[src/psscan_pkg.sv]
// ----------------------------------------------------------------------------
// psscan_pkg
// Shared types, widths and helpers for the prefix sum scan core.
// ----------------------------------------------------------------------------
package psscan_pkg;

  localparam int SAMPLE_W         = 32;
  localparam int SUM_W            = 40;
  localparam int IDX_W            = 6;
  localparam int LEN_W            = 7;
  localparam int CFG_IDX_W        = 2;
  localparam int CFG_DATA_W       = 7;
  localparam int OUT_TDATA_W      = 48;
  localparam int MAX_LINE_DEFAULT = 64;
  localparam int QUEUE_DEPTH      = 2;

  localparam logic [LEN_W-1:0] LINE_LENGTH_RESET = 7'd64;

  // Configuration register indexes; index 3 is outside the register list.
  typedef enum logic [CFG_IDX_W-1:0] {
    REG_EXCLUSIVE   = 2'd0,
    REG_REVERSE     = 2'd1,
    REG_LINE_LENGTH = 2'd2
  } cfg_reg_t;

  typedef enum logic [1:0] {
    B_IDLE = 2'd0,
    B_READ = 2'd1,
    B_EMIT = 2'd2
  } back_state_t;

  // One classified sample handed from the front end to the back end.
  typedef struct packed {
    logic [SAMPLE_W-1:0] sample;
    logic [IDX_W-1:0]    idx;
    logic                last;
    logic                rev;
    logic                excl;
  } cmd_t;

  function automatic logic [SUM_W-1:0] sext_sample(input logic [SAMPLE_W-1:0] v);
    sext_sample = {{(SUM_W - SAMPLE_W){v[SAMPLE_W-1]}}, v};
  endfunction

endpackage

[src/prefix_sum_scan_core.sv]
// ----------------------------------------------------------------------------
// prefix_sum_scan_core
// Inclusive or exclusive running sum along lines of Q16.16 samples, in
// forward or reverse order, producing Q24.16 sums.
// ----------------------------------------------------------------------------
//   Channel   Dir  Word contents (low bit first)
//   s_axis    in   tdata: sample_value[31:0]
//   m_axis    out  tdata: running_sum[39:0], element_index[45:40], zero pad;
//                  tlast: line_done
//   cfg       in   cfg_index: register (0 exclusive, 1 reverse, 2 length);
//                  cfg_data: value
//
// Forward mode: one sample per cycle while the output accepts words; its result
// word goes from the command queue into the output register. Reverse mode: the
// line is stored, then each result waits on a registered read of the line
// store, and no command is taken until the drain ends. Reset is synchronous
// and needs no clearing pass; the line store is always written within a line
// before it is read. Input and output stall independently through the
// two-entry command queue and the output register.
// ----------------------------------------------------------------------------
module prefix_sum_scan_core #(
  parameter int MAX_LINE = psscan_pkg::MAX_LINE_DEFAULT
) (
  input  logic                                clk,
  input  logic                                rst,
  input  logic                                s_axis_tvalid,
  output logic                                s_axis_tready,
  input  logic [psscan_pkg::SAMPLE_W-1:0]     s_axis_tdata,   // sample_value
  output logic                                m_axis_tvalid,
  input  logic                                m_axis_tready,
  output logic [psscan_pkg::OUT_TDATA_W-1:0]  m_axis_tdata,   // running_sum, element_index
  output logic                                m_axis_tlast,
  input  logic                                cfg_valid,
  output logic                                cfg_ready,
  input  logic [psscan_pkg::CFG_IDX_W-1:0]    cfg_index,
  input  logic [psscan_pkg::CFG_DATA_W-1:0]   cfg_data
);

  psscan_pkg::cmd_t push_cmd;
  psscan_pkg::cmd_t head;
  logic             q_push;
  logic             q_pop;
  logic             q_full;
  logic             q_empty;

  psscan_front #(
    .MAX_LINE (MAX_LINE)
  ) u_front (
    .clk           (clk),
    .rst           (rst),
    .s_axis_tvalid (s_axis_tvalid),
    .s_axis_tready (s_axis_tready),
    .s_axis_tdata  (s_axis_tdata),
    .cfg_valid     (cfg_valid),
    .cfg_ready     (cfg_ready),
    .cfg_index     (cfg_index),
    .cfg_data      (cfg_data),
    .q_full        (q_full),
    .q_push        (q_push),
    .q_cmd         (push_cmd)
  );

  psscan_queue #(
    .DEPTH (psscan_pkg::QUEUE_DEPTH)
  ) u_queue (
    .clk      (clk),
    .rst      (rst),
    .push     (q_push),
    .push_cmd (push_cmd),
    .pop      (q_pop),
    .head     (head),
    .full     (q_full),
    .empty    (q_empty)
  );

  psscan_back #(
    .MAX_LINE (MAX_LINE)
  ) u_back (
    .clk           (clk),
    .rst           (rst),
    .head          (head),
    .empty         (q_empty),
    .pop           (q_pop),
    .m_axis_tvalid (m_axis_tvalid),
    .m_axis_tready (m_axis_tready),
    .m_axis_tdata  (m_axis_tdata),
    .m_axis_tlast  (m_axis_tlast)
  );

endmodule

[src/psscan_ram.sv]
// ----------------------------------------------------------------------------
// psscan_ram
// Generic single write port, single read port RAM with registered read data.
// ----------------------------------------------------------------------------
module psscan_ram #(
  parameter int WIDTH = 32,
  parameter int DEPTH = 64
) (
  input  logic                     clk,
  input  logic                     we,
  input  logic [$clog2(DEPTH)-1:0] waddr,
  input  logic [WIDTH-1:0]         wdata,
  input  logic                     re,
  input  logic [$clog2(DEPTH)-1:0] raddr,
  output logic [WIDTH-1:0]         rdata
);

  logic [WIDTH-1:0] mem [DEPTH];

  always_ff @(posedge clk) begin
    if (we) begin
      mem[waddr] <= wdata;
    end
    if (re) begin
      rdata <= mem[raddr];
    end
  end

endmodule

[src/psscan_front.sv]
// ----------------------------------------------------------------------------
// psscan_front
// Holds the configuration, tracks the position in the line and classifies
// each accepted sample into a command for the back end.
// ----------------------------------------------------------------------------
module psscan_front #(
  parameter int MAX_LINE = psscan_pkg::MAX_LINE_DEFAULT
) (
  input  logic                                clk,
  input  logic                                rst,
  input  logic                                s_axis_tvalid,
  output logic                                s_axis_tready,
  input  logic [psscan_pkg::SAMPLE_W-1:0]     s_axis_tdata,
  input  logic                                cfg_valid,
  output logic                                cfg_ready,
  input  logic [psscan_pkg::CFG_IDX_W-1:0]    cfg_index,
  input  logic [psscan_pkg::CFG_DATA_W-1:0]   cfg_data,
  input  logic                                q_full,
  output logic                                q_push,
  output psscan_pkg::cmd_t                    q_cmd
);

  localparam logic [psscan_pkg::LEN_W-1:0] MAX_LEN = psscan_pkg::LEN_W'(MAX_LINE);

  logic                           exclusive_mode;
  logic                           reverse_mode;
  logic [psscan_pkg::LEN_W-1:0]   line_length;
  logic [psscan_pkg::IDX_W-1:0]   pos;

  logic [psscan_pkg::LEN_W-1:0]   eff_len;
  logic [psscan_pkg::IDX_W-1:0]   last_idx;
  logic [psscan_pkg::IDX_W-1:0]   idx;
  logic                           is_last;
  logic                           cfg_we;

  assign cfg_ready     = 1'b1;
  assign cfg_we        = cfg_valid && cfg_ready;
  assign s_axis_tready = !q_full;
  assign q_push        = s_axis_tvalid && s_axis_tready;

  always_comb begin
    priority if (line_length == '0) begin
      eff_len = psscan_pkg::LEN_W'(1);
    end else if (line_length > MAX_LEN) begin
      eff_len = MAX_LEN;
    end else begin
      eff_len = line_length;
    end
    last_idx = psscan_pkg::IDX_W'(eff_len - psscan_pkg::LEN_W'(1));
    idx      = (pos > last_idx) ? last_idx : pos;
    is_last  = (idx == last_idx);

    q_cmd.sample = s_axis_tdata;
    q_cmd.idx    = idx;
    q_cmd.last   = is_last;
    q_cmd.rev    = reverse_mode;
    q_cmd.excl   = exclusive_mode;
  end

  always_ff @(posedge clk) begin
    if (rst) begin
      exclusive_mode <= 1'b0;
      reverse_mode   <= 1'b0;
      line_length    <= psscan_pkg::LINE_LENGTH_RESET;
    end else if (cfg_we) begin
      unique case (cfg_index)
        psscan_pkg::REG_EXCLUSIVE:   exclusive_mode <= cfg_data[0];
        psscan_pkg::REG_REVERSE:     reverse_mode   <= cfg_data[0];
        psscan_pkg::REG_LINE_LENGTH: line_length    <= cfg_data;
        default: ;
      endcase
    end
  end

  // Any register write abandons a partial line.
  always_ff @(posedge clk) begin
    if (rst || cfg_we) begin
      pos <= '0;
    end else if (q_push) begin
      pos <= is_last ? '0 : idx + psscan_pkg::IDX_W'(1);
    end
  end

endmodule

[src/psscan_queue.sv]
// ----------------------------------------------------------------------------
// psscan_queue
// Short command queue between the front end and the back end.
// ----------------------------------------------------------------------------
module psscan_queue #(
  parameter int DEPTH = psscan_pkg::QUEUE_DEPTH
) (
  input  logic             clk,
  input  logic             rst,
  input  logic             push,
  input  psscan_pkg::cmd_t push_cmd,
  input  logic             pop,
  output psscan_pkg::cmd_t head,
  output logic             full,
  output logic             empty
);

  localparam int PW = (DEPTH > 1) ? $clog2(DEPTH) : 1;
  localparam int CW = $clog2(DEPTH + 1);

  psscan_pkg::cmd_t entries [DEPTH];
  logic [PW-1:0]    wr_ptr;
  logic [PW-1:0]    rd_ptr;
  logic [CW-1:0]    count;
  logic             do_push;
  logic             do_pop;

  assign full    = (count == CW'(DEPTH));
  assign empty   = (count == '0);
  assign do_push = push && !full;
  assign do_pop  = pop && !empty;
  assign head    = entries[rd_ptr];

  always_ff @(posedge clk) begin
    if (do_push) begin
      entries[wr_ptr] <= push_cmd;
    end
  end

  always_ff @(posedge clk) begin
    if (rst) begin
      wr_ptr <= '0;
      rd_ptr <= '0;
      count  <= '0;
    end else begin
      if (do_push) begin
        wr_ptr <= (wr_ptr == PW'(DEPTH - 1)) ? '0 : wr_ptr + PW'(1);
      end
      if (do_pop) begin
        rd_ptr <= (rd_ptr == PW'(DEPTH - 1)) ? '0 : rd_ptr + PW'(1);
      end
      if (do_push && !do_pop) begin
        count <= count + CW'(1);
      end else if (do_pop && !do_push) begin
        count <= count - CW'(1);
      end
    end
  end

endmodule

[src/psscan_back.sv]
// ----------------------------------------------------------------------------
// psscan_back
// Executes commands: forward sums at once, reverse lines stored and then
// drained from the highest index down through the line store.
// ----------------------------------------------------------------------------
module psscan_back #(
  parameter int MAX_LINE = psscan_pkg::MAX_LINE_DEFAULT
) (
  input  logic                                clk,
  input  logic                                rst,
  input  psscan_pkg::cmd_t                    head,
  input  logic                                empty,
  output logic                                pop,
  output logic                                m_axis_tvalid,
  input  logic                                m_axis_tready,
  output logic [psscan_pkg::OUT_TDATA_W-1:0]  m_axis_tdata,
  output logic                                m_axis_tlast
);

  localparam int AW = $clog2(MAX_LINE);
  localparam int PAD_W = psscan_pkg::OUT_TDATA_W - psscan_pkg::SUM_W - psscan_pkg::IDX_W;

  psscan_pkg::back_state_t state, state_next;

  logic [psscan_pkg::SUM_W-1:0]    acc;
  logic [psscan_pkg::SUM_W-1:0]    dsum;
  logic [psscan_pkg::IDX_W-1:0]    ptr;
  logic                            dexcl;

  logic                            ov;
  logic [psscan_pkg::SUM_W-1:0]    out_sum;
  logic [psscan_pkg::IDX_W-1:0]    out_idx;
  logic                            out_last;

  logic                            out_free;
  logic                            load;
  logic                            ram_we;
  logic                            ram_re;
  logic                            start_drain;
  logic [psscan_pkg::SAMPLE_W-1:0] ram_rdata;

  logic [psscan_pkg::SUM_W-1:0]    fwd_base;
  logic [psscan_pkg::SUM_W-1:0]    fwd_sum;
  logic [psscan_pkg::SUM_W-1:0]    drn_sum;
  logic [psscan_pkg::SUM_W-1:0]    load_sum;
  logic [psscan_pkg::IDX_W-1:0]    load_idx;
  logic                            load_last;

  assign out_free = !ov || m_axis_tready;

  // Index zero starts a new line, so the forward sum restarts there.
  assign fwd_base = (head.idx == '0) ? '0 : acc;
  assign fwd_sum  = fwd_base + psscan_pkg::sext_sample(head.sample);
  assign drn_sum  = dsum + psscan_pkg::sext_sample(ram_rdata);

  always_comb begin
    state_next  = state;
    pop         = 1'b0;
    load        = 1'b0;
    ram_we      = 1'b0;
    ram_re      = 1'b0;
    start_drain = 1'b0;
    load_sum    = head.excl ? fwd_base : fwd_sum;
    load_idx    = head.idx;
    load_last   = head.last;
    unique case (state)
      psscan_pkg::B_IDLE: begin
        if (!empty && head.rev) begin
          pop    = 1'b1;
          ram_we = 1'b1;
          if (head.last) begin
            start_drain = 1'b1;
            state_next  = psscan_pkg::B_READ;
          end
        end else if (!empty && out_free) begin
          pop  = 1'b1;
          load = 1'b1;
        end
      end
      psscan_pkg::B_READ: begin
        ram_re     = 1'b1;
        state_next = psscan_pkg::B_EMIT;
      end
      psscan_pkg::B_EMIT: begin
        load_sum  = dexcl ? dsum : drn_sum;
        load_idx  = ptr;
        load_last = (ptr == '0);
        if (out_free) begin
          load       = 1'b1;
          state_next = (ptr == '0) ? psscan_pkg::B_IDLE : psscan_pkg::B_READ;
        end
      end
      default: state_next = psscan_pkg::B_IDLE;
    endcase
  end

  always_ff @(posedge clk) begin
    if (rst) begin
      state <= psscan_pkg::B_IDLE;
    end else begin
      state <= state_next;
    end
  end

  always_ff @(posedge clk) begin
    if (rst) begin
      acc <= '0;
    end else if (load && state == psscan_pkg::B_IDLE) begin
      acc <= fwd_sum;
    end
  end

  always_ff @(posedge clk) begin
    if (start_drain) begin
      ptr   <= head.idx;
      dsum  <= '0;
      dexcl <= head.excl;
    end else if (load && state == psscan_pkg::B_EMIT) begin
      ptr  <= ptr - psscan_pkg::IDX_W'(1);
      dsum <= drn_sum;
    end
  end

  always_ff @(posedge clk) begin
    if (rst) begin
      ov <= 1'b0;
    end else if (load) begin
      ov <= 1'b1;
    end else if (m_axis_tready) begin
      ov <= 1'b0;
    end
  end

  always_ff @(posedge clk) begin
    if (load) begin
      out_sum  <= load_sum;
      out_idx  <= load_idx;
      out_last <= load_last;
    end
  end

  psscan_ram #(
    .WIDTH (psscan_pkg::SAMPLE_W),
    .DEPTH (MAX_LINE)
  ) u_line_store (
    .clk   (clk),
    .we    (ram_we),
    .waddr (head.idx[AW-1:0]),
    .wdata (head.sample),
    .re    (ram_re),
    .raddr (ptr[AW-1:0]),
    .rdata (ram_rdata)
  );

  assign m_axis_tvalid = ov;
  assign m_axis_tdata  = {{PAD_W{1'b0}}, out_idx, out_sum};
  assign m_axis_tlast  = out_last;

`ifndef SYNTH
  a_no_pop_in_drain: assert property (@(posedge clk) disable iff (rst)
    (state != psscan_pkg::B_IDLE) |-> !pop)
    else $error("command taken while a line is draining");

  a_emit_follows_read: assert property (@(posedge clk) disable iff (rst)
    (state == psscan_pkg::B_READ) |=> (state == psscan_pkg::B_EMIT))
    else $error("read of the line store not followed by an emit");

  a_drain_ends_at_zero: assert property (@(posedge clk) disable iff (rst)
    (state == psscan_pkg::B_EMIT && load && ptr == '0) |=>
      (state == psscan_pkg::B_IDLE && m_axis_tlast))
    else $error("drain did not finish with the index zero result");

  a_store_only_reverse: assert property (@(posedge clk) disable iff (rst)
    ram_we |-> (head.rev && !empty))
    else $error("line store written by a forward command");
`endif

endmodule

[config.mk]
export PLATFORM = sky130hd
export DESIGN_NAME = prefix_sum_scan_core
export DESIGN_NICKNAME = d
export VERILOG_FILES = /design/src/psscan_pkg.sv /design/src/prefix_sum_scan_core.sv /design/src/psscan_ram.sv /design/src/psscan_front.sv /design/src/psscan_queue.sv /design/src/psscan_back.sv
export SDC_FILE = /design/constraint.sdc
export NUM_CORES = 2
export LEC_CHECK = 0
export BUFFER_PORTS_ARGS = -buffer_cell sky130_fd_sc_hd__buf_2
export CORE_ASPECT_RATIO = 1.4
export CORE_MARGIN = 2
export CORE_UTILIZATION = 45
export DETAILED_ROUTE_END_ITERATION = 8
export RECOVER_POWER = 25
export SYNTH_ARGS = -nofsm -noshare
export SYNTH_HDL_FRONTEND = slang
export SYNTH_HIERARCHICAL = 1
export SYNTH_SLANG_ARGS = --single-unit
[constraint.sdc]
create_clock -name clk -period 5 [get_ports clk]
set_input_delay 0 -clock clk [delete_from_list [all_inputs] [get_ports clk]]
set_output_delay 0 -clock clk [all_outputs]
set_load 0.01 [all_outputs]
### Word-level counts from Yosys, hierarchy flattened

Memory sizes are Yosys's and may differ from the RTL's. A register that Yosys moved wholly into a read port is not among the register bits.
Cells that the tools add are included.

| word-level totals | value |
|---|---|
| register bits | 156 |
| bits in writable memories | 2130 |
| input bits | 46 |
| output and inout port bits | 52 |
| word-level logic and storage cells | 108 |
| memories kept | 2 |

Memories:

| name | words | width | rd ports | clocked after memory_dff | write ports | RTL line | source |
|---|---|---|---|---|---|---|---|
| u_back.u_line_store.mem | 64 | 32 | 1 | 1 | 1 | psscan_ram.sv:18 | `logic [WIDTH-1:0] mem [DEPTH];` |
| u_queue.entries | 2 | 41 | 1 | 1 | 1 | psscan_queue.sv:21 | `psscan_pkg::cmd_t entries [DEPTH];` |

| operators by class | value |
|---|---|
| add/subtract/negate cells | 9 |
| magnitude comparators | 2 |
| equal/unequal tests | 9 |
| multiplexer cells | 41 |
| reductions and logical operators | 29 |

Operators with widths:

| cell | number |
|---|---|
| $mux 40 | 4 |
| $add 40x40->40 | 2 |
| $mux 6 | 7 |
| $mux 1 | 23 |
| $logic_not 6->1 | 2 |
| $sub 6x1->6 const B | 2 |
| $mux 2 | 5 |
| $logic_and 1x1->1 | 9 |
| $gt 7x7->1 const B | 1 |
| $logic_not 7->1 | 1 |
| $add 6x1->6 const B | 1 |
| $eq 2x2->1 const B | 3 |
| $eq 6x6->1 | 1 |
| $gt 6x6->1 | 1 |
| $logic_not 2->1 | 3 |
| $ne 2x1->1 const B | 3 |
| $pmux 2 s3 | 1 |
| $reduce_and 2->1 | 3 |
| $reduce_bool 2->1 | 3 |
| $logic_not 1->1 | 5 |
| $eq 2x1->1 const B | 2 |
| $reduce_and 3->1 | 1 |
| $add 1x1->1 const B | 2 |
| $add 2x1->2 const B | 1 |
| other kinds (3) | 4 |

### Logic depth before layout (Yosys ltp)

| depth | value |
|---|---|
| depth after elaboration | 10 |
| depth in mapped cells | 19 |
| mapped depth without buffers | 16 |

### Modules after synthesis

Netlist, hierarchy kept.

Modules (own cells, without submodules):

| module | instances | cells an instance | area each (um^2) | sequential area each (um^2) |
|---|---|---|---|---|
| psscan_ram | 1 | 3324 | 78835.6 | 62459.9 |
| psscan_back | 1 | 1306 | 10466.3 | 3283.1 |
| psscan_queue | 1 | 153 | 3166.8 | 2562.5 |
| psscan_front | 1 | 175 | 1423.9 | 300.3 |

### Worst setup path after synthesis

Ideal clock, no wire load.

| timing path | value |
|---|---|
| path type | register -> register |
| start point | register with a tool-made name |
| end point | register u_back/out_sum[38] (netlist bit) (data pin) |
| data arrival time | 4.261 ns |
| required time | 4.735 ns |
| setup slack | 0.474 ns |
| cell stages (with the launch flop) | 20 |
| buffers on the path | 3 |
| clock period less this slack | 4.526 ns |
| cell sequence | dfxtp_1 buf_2 buf_2 mux2_2 nor4_1 nand2_1 clkbuf_1 and2_1 ha_1 fa_1 a21o_1 a311oi_1 o21ai_2 nor2_1 o41ai_2 a31o_2 a221o_1 a31oi_1 xor2_1 a21oi_1 |

RTL lines:

| what | RTL line | source |
|---|---|---|
| end signal: assignment | psscan_back.sv:136 | `out_sum <= load_sum;` |
| end: declaration | psscan_back.sv:31 | `logic [psscan_pkg::SUM_W-1:0] out_sum;` |

==> impl_metrics.ini <==
[cells_and_area]
multi_input_comb_area_um2 = 24200
area_growth_pct = 13.6
regArea_um2 = 68600
filler_cell_count = 16500
postLayoutCoreUtil_pct = 51.4
nNetsFinal = 5435
drive_gt1_share_pct = 22.4
stdcell_count = 8168

[worst_setup_path]
cp.arrival_ns = 5.19
crit_slowest_cell = nor4_1
crit_type = flop to flop
max_stage_delay_ns = 0.52
crit_chain = mux2_2, nor4_1, nand2_1, buf_4, and2_1, ha_1, nand4_1, nor4_1, a21oi_1, o21ai_0, a211oi_1, buf_4, o211ai_1, a21oi_1, nor3_1, xor2_1, mux2i_1
cp_max_fo = 24
cp_data_required_time_ns = 5.54
critPathCaptureType = flop
crit_path_start_kind = flop
r2r_slack_ns = 0.35

[placement]
gp_congestion = 0.938
post-place-cells = 7684
port_buffers = 94
dp_hpwl_um = 157000

[synthesis]
ys_types = 92
syn_area_um2 = 93900
synth_most_common_cell = edfxtp_1
synthTopCellsByCount = 2,216 x edfxtp_1, 544 x mux4_2, 283 x nor2_1
synth-seq-area-share_pct = 73.1
syn_avg_cell_area_um2 = 18.9
ys.flop_type = edfxtp_1
async_reset_ff_share_pct = 0
synth_area_leaders = edfxtp_1 71%, mux4_2 13%, dfxtp_1 2.2%
synthCells = 4958
synth_top_area_cell = edfxtp_1
synth_edf_count = 2216
synth_top_area_share_pct = 70.9
ys_seq_elements = 2319
yosys_warnings = 6

[grt]
antenna_found_initial = 7
grt_pass1_vias = 50200
grt_first_pass_wirelength_um = 368000
grt_usage_pct = 24.5
grt_max_degree = 65
grt-ovfl-total = 0

[floorplanning]
io_pins = 98
start_util_pct = 45.2
floorplan.die.height_um = 544
core_region_area_um2 = 208000
die_area_um2 = 212000
rows = 198
dieWidth_um = 390

[worst_hold_path]
hold_path.class = input pin to flop

[timing]
tightest_slew_ns = 3.79
slew_violations = 1432
fin_worst_skew_ns = 0.0607
fin_crit_ns = 4.65
fin_hold_ws_ns = 0.0752
hold_viol_final = 0
fin_crit_sh_pct = 92.9
maxClockFrequency_mhz = 215
rsz0062_at_grt = false
fin_tns_setup_ns = 0
setup_viol = 0
slew_headroom_pct = -153

[drt]
via_per_inst = 6.03
drt_wl_total_um = 261000
final_antenna_net_count = 0
routedWlPerCell_um = 31.9
firstDrtPassIters = 8
first_iter_violations = 5058
vias = 49200
drc_errors = 0

[run]
cap_violations = 23

[clock_network]
htree_levels = 4
insertion_delay_ns = 0.88
clockRootBuffer = clkbuf_16
clockBufferDepth = 4
post-cts-setup-buffer-count = 0
cts_made_buffers = 215
cts_tree = done
clkTransAtPathRegs_ns = 0.07
cts_sinks = 2319

[run_status]
outcome = finished with violations
failed_checks = max-capacitance violations, max-slew violations

[pwr]
power.density_nw_per_um2 = 516
p_leak_nw = 34.4
peakVddDrop_v = 0.000319
[state kept, by name (all words and copies together) (netlist names), 2 cells and up, named ones only]
| name | count |
|---|---|
| u_back/acc | 40 |
| u_back/dsum | 40 |
| u_back/out_idx | 6 |
| u_back/out_sum | 40 |
| u_back/ptr | 6 |
| u_back/state | 2 |
| u_back/u_line_store/mem | 2048 |
| u_back/u_line_store/rdata | 32 |
| u_front/line_length | 7 |
| u_front/pos | 6 |
| u_queue/count | 2 |
| u_queue/entries | 82 |
[stage by stage]
step                setup WS, ns  cell area, µm²  power, mW
floorplan                  0.474           93900       33.2
global placement           0.399           99000       39.1
detailed placement         0.367           99100       39.4
CTS                        0.299          107000       55.3
global route              0.0117          107000       56.9
finish                     0.353          107000       55.0
[cells in the final DEF, fill, tap and decap left out, types with 46 or more instances in the layout]
cell type / n
mux2i_1: 116
clkinv_1: 58
nand2_1: 171
nor2_1: 221
o21ai_0: 92
clkbuf_1: 101
clkbuf_16: 218
buf_4: 164
o22ai_1: 86
and2_1: 54
a21o_1: 46
a21oi_1: 235
nand3_1: 59
edfxtp_1: 2216
ha_1: 87
dlygate4sd3_1: 99
mux4_2: 544
dfxtp_1: 102
nor2_4: 62
[layout make-up]
| type | count | area share (%) |
|---|---|---|
| repair buffers | 425 | 3.38 |
| multi-input cells | 2305 | 22.7 |
| well taps | 2700 | 3.17 |
| clock buffers | 257 | 5.28 |
| inverters | 34 | 0.120 |
| clock inverters | 126 | 1.01 |
| diodes | 2 | 0.00469 |
| flip-flops and latches | 2319 | 64.3 |
[what timing repair did]
item,4_1_cts,5_1_grt
gates resized for setup,0,1
endpoints found under the setup margin,0,2
endpoints found under the hold margin,139,0
hold buffers,99,0
[metal layers]
| layer | global-route usage (%) | vias to the layer above | part of all wire [%] | routed length [µm] |
|---|---|---|---|---|
| met2 | 42.9 | 1698 | 51 | 134000 |
| met4 | 12.4 | 0 | 6.0 | 15600 |
| met5 | 0 | - | 0 | 0 |
| met3 | 2.97 | 442 | 5.5 | 14500 |
| met1 | 29.9 | 26200 | 37 | 96500 |
| li1 | - | 20900 | - | - |
[logic make-up (layout without fill, tap and decap cells)]
| logic type | after synthesis | in the layout | synth area share, % |
|---|---|---|---|
| buffers and inverters | 335 | 842 | 1.72 |
| and+or+nand+nor | 738 | 738 | 3.65 |
| other | 2 | 5 | 0.00800 |
| xor gates and xnor gates | 85 | 85 | 0.793 |
| DFF | 2319 | 2319 | 73.1 |
| AOI/OAI and AO/OA | 685 | 685 | 4.73 |
| adders and majority gates | 89 | 89 | 1.20 |
| muxes | 705 | 705 | 14.8 |
[path summary, 6_finish.rpt]
| path | cells past startpoint | endpoint | from |
|---|---|---|---|
| worst max-delay path | 17 | u_back/out_sum[39] | flop |
| worst min-delay path | 3 | u_queue/rd_ptr | rst |
| worst max register to register | 17 | u_back/out_sum[39] | flop |
| worst min register to register | 2 | u_back/acc[29] | u_back/acc[29] |
[worst max-delay path: cells and delay by family (launching register included)]
family	cells	cell delay, ns
AND/OR/NAND/NOR	6	1.68
flip-flops	1	0.39
buffers and inverters	2	0.46
adder cells (fa/ha/maj)	1	0.47
AO/OA/AOI/OAI	5	0.68
multiplexers	2	0.45
XOR/XNOR	1	0.17
[power breakdown]
part           leakage (nW)  internal [mW]  total (mW)  switching (mW)
Sequential             20.8           24.4        25.0           0.541
Combinational          10.3           4.47        14.1            9.62
Clock                  3.29           8.92        15.9            7.01
Total                  34.4           37.8        55.0            17.2
Note: power is estimated with default switching activity, not from simulation.
